===== src/design/fisq_pkg.sv =====
// Shared constants and helpers for the fast inverse square root pipeline.
// No dependencies; used by fisq_fmul, fisq_fadd and fast_inverse_sqrt_float32.
package fisq_pkg;

   localparam logic [31:0] EST_MAGIC = 32'h5F3759DF;
   localparam logic [31:0] FP_HALF = 32'h3F000000;
   localparam logic [31:0] FP_ONE_HALF = 32'h3FC00000;
   localparam logic [31:0] CANON_NAN = 32'h7FC00000;
   localparam logic [7:0] EXP_MAX = 8'hFF;

   // Y_TAPS: estimate delay line length, covers the y use in the last multiply
   localparam int Y_TAPS = 13;

   typedef struct packed {
      logic [23:0] mant;
      logic signed [9:0] expo;
   } unpacked_type;

   typedef struct packed {
      logic nan;
      logic inf;
      logic zero;
      logic sign;
   } flags_type;

   // leading zeros of a 24-bit significand, 24 when zero
   function automatic logic [4:0] lzc24(input logic [23:0] v);
      logic [4:0] cnt;
      cnt = 5'd24;
      for (int i = 0; i < 24; i++) begin
         if (v[i]) cnt = 5'(23 - i);
      end
      return cnt;
   endfunction

   // leading zeros of a 27-bit sum, 27 when zero
   function automatic logic [4:0] lzc27(input logic [26:0] v);
      logic [4:0] cnt;
      cnt = 5'd27;
      for (int i = 0; i < 27; i++) begin
         if (v[i]) cnt = 5'(26 - i);
      end
      return cnt;
   endfunction

   // normalize a finite operand: significand with leading one, unbiased exponent
   function automatic unpacked_type unpack(input logic [31:0] bits);
      unpacked_type u;
      logic [23:0] m;
      logic [4:0] lz;
      m = {(bits[30:23] != 8'd0), bits[22:0]};
      lz = lzc24(m);
      u.mant = m << lz;
      if (bits[30:23] == 8'd0) u.expo = -10'sd126 - $signed({5'd0, lz});
      else u.expo = $signed({2'b00, bits[30:23]}) - 10'sd127;
      return u;
   endfunction

endpackage


===== src/design/fisq_fadd.sv =====
// Four-stage binary32 adder, round to nearest even, gradual underflow.
// Depends on fisq_pkg.
module fisq_fadd (
   input  logic        clock,
   input  logic        reset,
   input  logic        in_valid,
   input  logic [31:0] a_bits,
   input  logic [31:0] b_bits,
   output logic        out_valid,
   output logic [31:0] result_bits
);

   logic v1_ff, v2_ff, v3_ff, v4_ff;
   logic a_nan, a_inf, b_nan, b_inf, swap;
   logic [31:0] x, y;
   fisq_pkg::flags_type fl_in, fl1_ff, fl2_ff, fl3_ff;
   logic sub_in, sub1_ff;
   logic [7:0] ex_in, ex1_ff, ex2_ff, d_in, d1_ff;
   logic [23:0] mx_in, my_in, mx1_ff, my1_ff;

   // stage 1: classify, order by magnitude
   always_comb begin
      a_nan = (a_bits[30:23] == fisq_pkg::EXP_MAX) && (a_bits[22:0] != 23'd0);
      a_inf = (a_bits[30:23] == fisq_pkg::EXP_MAX) && (a_bits[22:0] == 23'd0);
      b_nan = (b_bits[30:23] == fisq_pkg::EXP_MAX) && (b_bits[22:0] != 23'd0);
      b_inf = (b_bits[30:23] == fisq_pkg::EXP_MAX) && (b_bits[22:0] == 23'd0);
      swap = (b_bits[30:0] > a_bits[30:0]);
      x = swap ? b_bits : a_bits;
      y = swap ? a_bits : b_bits;
      fl_in.nan = a_nan | b_nan | (a_inf & b_inf & (a_bits[31] != b_bits[31]));
      fl_in.inf = a_inf | b_inf;
      fl_in.zero = 1'b0;
      fl_in.sign = x[31];
      sub_in = x[31] ^ y[31];
      ex_in = (x[30:23] == 8'd0) ? 8'd1 : x[30:23];
      d_in = ex_in - ((y[30:23] == 8'd0) ? 8'd1 : y[30:23]);
      mx_in = {(x[30:23] != 8'd0), x[22:0]};
      my_in = {(y[30:23] != 8'd0), y[22:0]};
   end

   // stage 2: align and add
   logic [4:0] dd;
   logic [53:0] wide;
   logic [26:0] ya;
   logic [27:0] sum_in, sum2_ff;
   fisq_pkg::flags_type fl2_in;

   always_comb begin
      dd = (d1_ff > 8'd27) ? 5'd27 : d1_ff[4:0];
      wide = {my1_ff, 3'b000, 27'd0} >> dd;
      ya = wide[53:27] | {26'd0, |wide[26:0]};
      if (sub1_ff) sum_in = {1'b0, mx1_ff, 3'b000} - {1'b0, ya};
      else sum_in = {1'b0, mx1_ff, 3'b000} + {1'b0, ya};
      fl2_in = fl1_ff;
      // exact cancellation rounds to plus zero
      if (sub1_ff && sum_in == 28'd0) fl2_in.sign = 1'b0;
   end

   // stage 3: normalize
   logic [4:0] lz;
   logic [7:0] lim, shl;
   logic [26:0] n_in, n3_ff;
   logic [8:0] e_in, field_in, field3_ff;

   always_comb begin
      lz = fisq_pkg::lzc27(sum2_ff[26:0]);
      lim = ex2_ff - 8'd1;
      shl = ({3'd0, lz} < lim) ? {3'd0, lz} : lim;
      if (sum2_ff[27]) begin
         n_in = {sum2_ff[27:2], sum2_ff[1] | sum2_ff[0]};
         e_in = {1'b0, ex2_ff} + 9'd1;
      end else begin
         n_in = sum2_ff[26:0] << shl;
         e_in = {1'b0, ex2_ff} - {1'b0, shl};
      end
      field_in = n_in[26] ? e_in : 9'd0;
   end

   // stage 4: round
   logic inc;
   logic [30:0] rounded;
   logic [31:0] res_in, res_ff;

   always_comb begin
      inc = n3_ff[2] & (n3_ff[1] | n3_ff[0] | n3_ff[3]);
      rounded = {field3_ff[7:0], n3_ff[25:3]} + {30'd0, inc};
      if (fl3_ff.nan) res_in = fisq_pkg::CANON_NAN;
      else if (fl3_ff.inf || field3_ff >= 9'd255)
         res_in = {fl3_ff.sign, fisq_pkg::EXP_MAX, 23'd0};
      else res_in = {fl3_ff.sign, rounded};
   end

   always_ff @(posedge clock) begin
      if (reset) begin
         v1_ff <= 1'b0;
         v2_ff <= 1'b0;
         v3_ff <= 1'b0;
         v4_ff <= 1'b0;
      end else begin
         v1_ff <= in_valid;
         v2_ff <= v1_ff;
         v3_ff <= v2_ff;
         v4_ff <= v3_ff;
      end
      fl1_ff <= fl_in;
      sub1_ff <= sub_in;
      ex1_ff <= ex_in;
      d1_ff <= d_in;
      mx1_ff <= mx_in;
      my1_ff <= my_in;
      sum2_ff <= sum_in;
      ex2_ff <= ex1_ff;
      fl2_ff <= fl2_in;
      n3_ff <= n_in;
      field3_ff <= field_in;
      fl3_ff <= fl2_ff;
      res_ff <= res_in;
   end

   assign out_valid = v4_ff;
   assign result_bits = res_ff;

endmodule


===== config.mk =====
export PLATFORM = sky130hd
export DESIGN_NAME = fisq_fadd
export DESIGN_NICKNAME = d
export VERILOG_FILES = /design/src/design/fisq_pkg.sv /design/src/design/fisq_fadd.sv
export SDC_FILE = /design/constraint.sdc
export NUM_CORES = 1
export LEC_CHECK = 0
export BUFFER_PORTS_ARGS = -buffer_cell sky130_fd_sc_hd__clkbuf_2
export CORE_MARGIN = 2
export CORE_UTILIZATION = 45
export DETAILED_ROUTE_END_ITERATION = 10
export SYNTH_ARGS = -nofsm -noshare
export SYNTH_HDL_FRONTEND = slang
export SYNTH_SLANG_ARGS = --single-unit

===== constraint.sdc =====
create_clock -name clock -period 19.6 [get_ports clock]
set_input_delay 1.96 -clock clock [delete_from_list [all_inputs] [get_ports clock]]
set_output_delay 1.96 -clock clock [all_outputs]
set_load 0.005 [all_outputs]

**Word-level counts from Yosys, hierarchy flattened**

Cells that the tools add are included.

- Bits in registers: 181
- Output and inout port bits: 33
- Bits of input ports: 67

- Mux-type cells: 37
- Shifts and indexed selects: 2
- Bitwise operators: 11
- Equality and inequality tests: 3
- Add/sub/neg operators: 7
- Order comparisons: 4
- Reductions and logical operators: 17

Operators by type and width:

| operator | number |
|---|---|
| 5-bit 2-to-1 mux | 27 |
| 32-bit 2-to-1 mux | 2 |
| 54-bit by 5-bit >> shifter with 54-bit output | 1 |
| 23-bit logical NOT | 2 |
| 23-bit nonzero test | 2 |
| 31-bit by 1-bit adder with 31-bit output | 1 |
| 31-bit > comparator | 1 |
| 27-bit by 27-bit adder with 28-bit output | 1 |
| 28-bit logical NOT | 1 |
| 28-bit 2-to-1 mux | 1 |
| 27-bit by 27-bit subtractor with 28-bit output | 1 |
| 27-bit 2-to-1 mux | 1 |
| 27-bit by 1-bit bitwise OR with 27-bit output | 1 |
| 27-bit OR reduction | 1 |
| 27-bit by 8-bit << shifter with 27-bit output | 1 |
| 8-bit 2-to-1 mux | 3 |
| 23-bit 2-to-1 mux | 1 |
| 8-bit == test, second input constant | 2 |
| 8-bit logical NOT | 2 |
| 8-bit nonzero test | 2 |
| 8-bit by 1-bit adder with 9-bit output, second input constant | 1 |
| 9-bit by 8-bit >= comparator with 1-bit output, second input constant | 1 |
| 9-bit 2-to-1 mux | 1 |
| 8-bit by 8-bit subtractor with 9-bit output | 1 |
| 12 further kinds | 23 |

**Logic depth before layout (Yosys ltp)**

- Depth in word-level cells: 31
- Gate-level depth with buffers: 32
- Depth with buffers taken out: 28

**Least setup slack after synthesis**

No wires, ideal clock.

- Path type: register to register
- From: reg d1_ff[6]
- To: reg fl2_ff[0] (netlist name)
- Path slack: 12376 ps
- Stages on the path, launching flop included: 27
- Data arrival time: 7099 ps
- Path buffers: 3
- Cells stage by stage: dfxtp_1 -> or3_1 -> buf_6 -> nor3_4 -> buf_2 -> clkbuf_1 -> o2111a_1 -> a21oi_1 -> mux2_2 -> o22a_1 -> nor2_1 -> ha_1 -> nand2b_1 -> a21oi_1 -> o31a_1 -> a2111oi_0 -> nor2_1 -> nor2_1 -> a32oi_1 -> xnor2_1 -> or4_1 -> or4_1 -> or4_1 -> or4b_1 -> or4b_1 -> or4b_1 -> o41a_1

- Word-level cells in the longest chain between the ends: 9
- Elaborated cells on any way between the ends: 10

Ends and longest elaborated chain:

| item | RTL line | text |
|---|---|---|
| start: declaration | fisq_fadd.sv:18 | `logic [7:0] ex_in, ex1_ff, ex2_ff, d_in, d1_ff;` |
| start signal: assignment | fisq_fadd.sv:108 | `d1_ff <= d_in;` |
| 8-bit by 5-bit > comparator with 1-bit output * | fisq_fadd.sv:49 | `dd = (d1_ff > 8'd27) ? 5'd27 : d1_ff[4:0];` |
| 5-bit 2-to-1 mux * | fisq_fadd.sv:49 |  |
| 54-bit by 5-bit >> shifter with 54-bit output * | fisq_fadd.sv:50 | `wide = {my1_ff, 3'b000, 27'd0} >> dd;` |
| 27-bit OR reduction | fisq_fadd.sv:51 | `ya = wide[53:27] \| {26'd0, \|wide[26:0]};` |
| 27-bit by 1-bit bitwise OR with 27-bit output * | fisq_fadd.sv:51 |  |
| 27-bit by 27-bit adder with 28-bit output / 27-bit by 27-bit subtractor with 28-bit output (equally long branches) | fisq_fadd.sv:53, fisq_fadd.sv:52 |  |
| 28-bit 2-to-1 mux * | fisq_fadd.sv:52 | `if (sub1_ff) sum_in = {1'b0, mx1_ff, 3'b000} - {1'b0, ya};` |
| net sum_in[14] | fisq_fadd.sv:45 | `logic [27:0] sum_in, sum2_ff;` |
| 28-bit logical NOT * | fisq_fadd.sv:56 | `if (sub1_ff && sum_in == 28'd0) fl2_in.sign = 1'b0;` |
| 1-bit logical AND * | fisq_fadd.sv:56 |  |
| end signal: assignment | fisq_fadd.sv:113 | `fl2_ff <= fl2_in;` |
| end: declaration | fisq_fadd.sv:16 | `fisq_pkg::flags_type fl_in, fl1_ff, fl2_ff, fl3_ff;` |

Mark *: on every way through the listed nets, which the timed path passes. The rest lies on a longest branch.
A chain may end at the register's enable or synchronous reset.

**Final worst setup path**

Ends and elaborated chain as after synthesis.

==> impl_metrics.py <==
metrics = {
    "placement": {
        "gp_congestion": 0.933,
        "placed_area_um2": 14800,
        "dp.final_hpwl_um": 34300,
        "dp_slack_ns": 11.16,
        "portBuffers": 99,
    },
    "routing": {
        "firstDrtPassIters": 5,
        "ant_nets": 0,
        "drt-total-wl_um": 44100,
        "post_drt_wl_per_cell_um": 19.8,
        "drc_errors": 0,
        "routed-via-count": 13531,
        "routed_via_density": 6.09,
        "drt_iter0_drc": 1482,
    },
    "clocking": {
        "cts_sinks": 181,
        "post-cts-setup-buffers": 0,
        "path_clk_slew_ns": 0.09,
        "cts_made_buffers": 17,
        "cts_root_buf": "clkbuf_16",
        "insertion_delay_ns": 0.46,
        "cts_tree": "done",
        "cts_hold_buf": 0,
        "htreeDepth": 4,
        "clock_path_buffers": 2,
        "post_cts_resized": 0,
    },
    "sta": {
        "tightestPinTransition_ns": 1.38,
        "relSlewSlack_pct": 6.64,
        "final-setup-viol-count": 0,
        "drv_slew": 0,
        "layout_setup_ws_ns": 11.04,
        "period_minus_slack_ns": 8.56,
        "skew_ns": 0.0203,
        "clock.fmax_mhz": 117,
        "timing.final.crit_share_pct": 43.7,
        "hold_violations": 0,
        "hold_ws_ns": 0.326,
        "setup_tns_ns": 0,
        "rsz0062_at_grt": "false",
    },
    "run": {
        "max_cap_viol_count": 0,
    },
    "synthesis": {
        "syn-cell-area_um2": 14200,
        "ys_seq_area_share_pct": 25.6,
        "synth-edff-count": 0,
        "synthTopCellsByArea": "dfxtp_1, ha_1, mux2i_1",
        "synthesis.nets": 1969,
        "synth_async_sr_flop_share_pct": 0,
        "syn_inst": 1796,
        "yosys.area.top_type": "dfxtp_1",
        "synth-seq-cells": 181,
        "yosysUniqueCellTypes": 93,
        "ys.flop_type": "dfxtp_1",
        "avgSynthCellArea_um2": 7.89,
        "yosys_warnings": 0,
        "yosys.area.top_type_share_pct": 25.6,
    },
    "finish": {
        "fin_util_pct": 50.0,
        "layout.nets": 1988,
        "drive_above_1_share_pct": 12.6,
        "final_common_cell": "dfxtp_1",
        "fillers": 3005,
        "stdcell_area_um2": 15400,
        "area_delta_synth_final_pct": 8.70,
        "final_cell_mix": "dfxtp_1, nand2_1, nor2_1, inv_1, o21ai_0",
        "diodes": 0,
    },
    "floorplan": {
        "dieHeight_um": 181,
        "die_area_um2": 32900,
        "io_pins": 100,
        "start_util_pct": 46.0,
        "die_w_um": 181,
        "core-area_um2": 30800,
        "rows": 64,
    },
    "power_and_ir_drop": {
        "powerDensity_nw_per_um2": 135,
        "ir_worst_vdd_uv": 68.7,
        "p_leak_nw": 6.67,
    },
    "global_routing": {
        "track_usage_pct": 26.5,
        "grt_max_degree": 73,
        "antenna_found_initial": 0,
        "grt_pass1_wl_um": 69600,
        "grt_pass1_vias": 12532,
        "gr-total-overflow": 0,
    },
    "setup_path": {
        "reg2reg_from": "d1_ff[6]",
        "crit_fanout": 30,
        "reg2reg_depth": 21,
        "path_class": "flop to flop",
        "arrival_ns": 8.91,
        "rrSetupSlack_ns": 11.04,
        "start_kind": "flop",
        "cpMaxStageDelayCell": "a2111oi_0",
        "worstPathRequired_ns": 19.95,
        "timing.rr.end": "fl2_ff[0]",
        "endpoint": "fl2_ff[0]",
        "slowest_delay_ns": 0.84,
        "crit_chain": "or3_1 -> buf_4 -> or3_4 -> nor4_1 -> a211oi_1 -> o32ai_1 -> ha_1 -> nor3_1 -> nand2_1 -> a2111oi_0 -> nor2_1 -> nor2_1 -> a32oi_1 -> xnor2_1 -> or4_1 -> or4_1 -> or4_1 -> or4b_1 -> or4b_1 -> or4b_1 -> o41a_1",
        "end_kind": "flop",
        "cp-startpoint": "d1_ff[6]",
    },
    "status": {
        "status": "completed",
    },
    "min_path": {
        "hp-class": "flop to flop",
    },
}
==> worst max-delay path, delay by kind of cell, from the launching register on <==
| kind | cells | cell delay, ns |
|---|---|---|
| simple gates | 13 | 5.22 |
| compound gates | 5 | 2.04 |
| fa+ha+maj | 1 | 0.41 |
| flops | 1 | 0.35 |
| buf+inv | 1 | 0.25 |
| xor+xnor | 1 | 0.17 |
==> per-layer routing <==
| metal | GRT usage (%) | part of all wire (%) | vias to the layer above |
|---|---|---|---|
| met1 | 38.3 | 48 | 6315 |
| met5 | 0 | 0 | - |
| met4 | 9.50 | 3.0 | 0 |
| li1 | - | - | 6562 |
| met3 | 6.28 | 8.2 | 86 |
| met2 | 38.2 | 41 | 568 |
==> synth_stat cells (all sizes together), types with 21 or more instances <==
cell type / instances
nand3: 69
dfxtp: 181
inv: 118
xnor2: 37
o22ai: 26
nor4: 22
nor2: 129
mux2: 41
nor2b: 28
nand2b: 27
o21ai: 115
nand4: 24
a21o: 25
buf: 26
a221oi: 28
a211oi: 24
xor2: 30
ha: 103
nor3: 30
nand2: 162
a31oi: 21
a21oi: 99
mux2i: 97
clkbuf: 89
==> worst min-delay path by stage <==
stage	cells past startpoint	from	slack [ns]	endpoint
after floorplan	0	ex1_ff[0]	0.31	ex2_ff[0]
after global placement	0	ex1_ff[6]	0.31	ex2_ff[6]
after detailed placement	0	ex1_ff[4]	0.31	ex2_ff[4]
after CTS	0	ex1_ff[4]	0.33	ex2_ff[4]
after global routing	0	ex1_ff[3]	0.33	ex2_ff[3]
final	0	ex1_ff[3]	0.33	ex2_ff[3]
==> report_power, final <==
group	internal, mW	switching (mW)	leakage [nW]
combinational	0.432	0.649	4.87
sequential	0.495	0.161	1.52
clock	0.183	0.165	0.284
total	1.11	0.974	6.67
==> state kept, by name, indices dropped and copies added, names as in the netlist, 8 cells and up <==
signal and cells:
my1_ff 24, field3_ff 9, d1_ff 8, sum2_ff 28
ex1_ff 8, result_bits 32, mx1_ff 24, ex2_ff 8
n3_ff 26
==> layout make-up <==
type                    count  area, um2  area share, %
multi-input cells        1382       9650           62.6
inverters                 118        443           2.87
clock inverters            12        139          0.901
clock buffers              19        443           2.87
flip-flops and latches    181       3620           23.5
well taps                 396        495           3.22
repair buffers            115        616           3.99
==> through the flow <==
stage               std cells  total power [mW]
floorplan                1796              1.40
global placement         2192              1.71
detailed placement       2192              1.71
CTS                      2223              2.07
global route             2223              2.23
finish                   2223              2.08
==> cell families after synthesis <==
logic type,Yosys count,synth area share [%]
compound gates,502,24.3
mux,138,10.1
fa+ha+maj,106,9.51
xor+xnor,67,4.14
flops,181,25.6
simple gates,569,19.8
buf+inv,233,6.57
(Power assumes the default switching activity.)
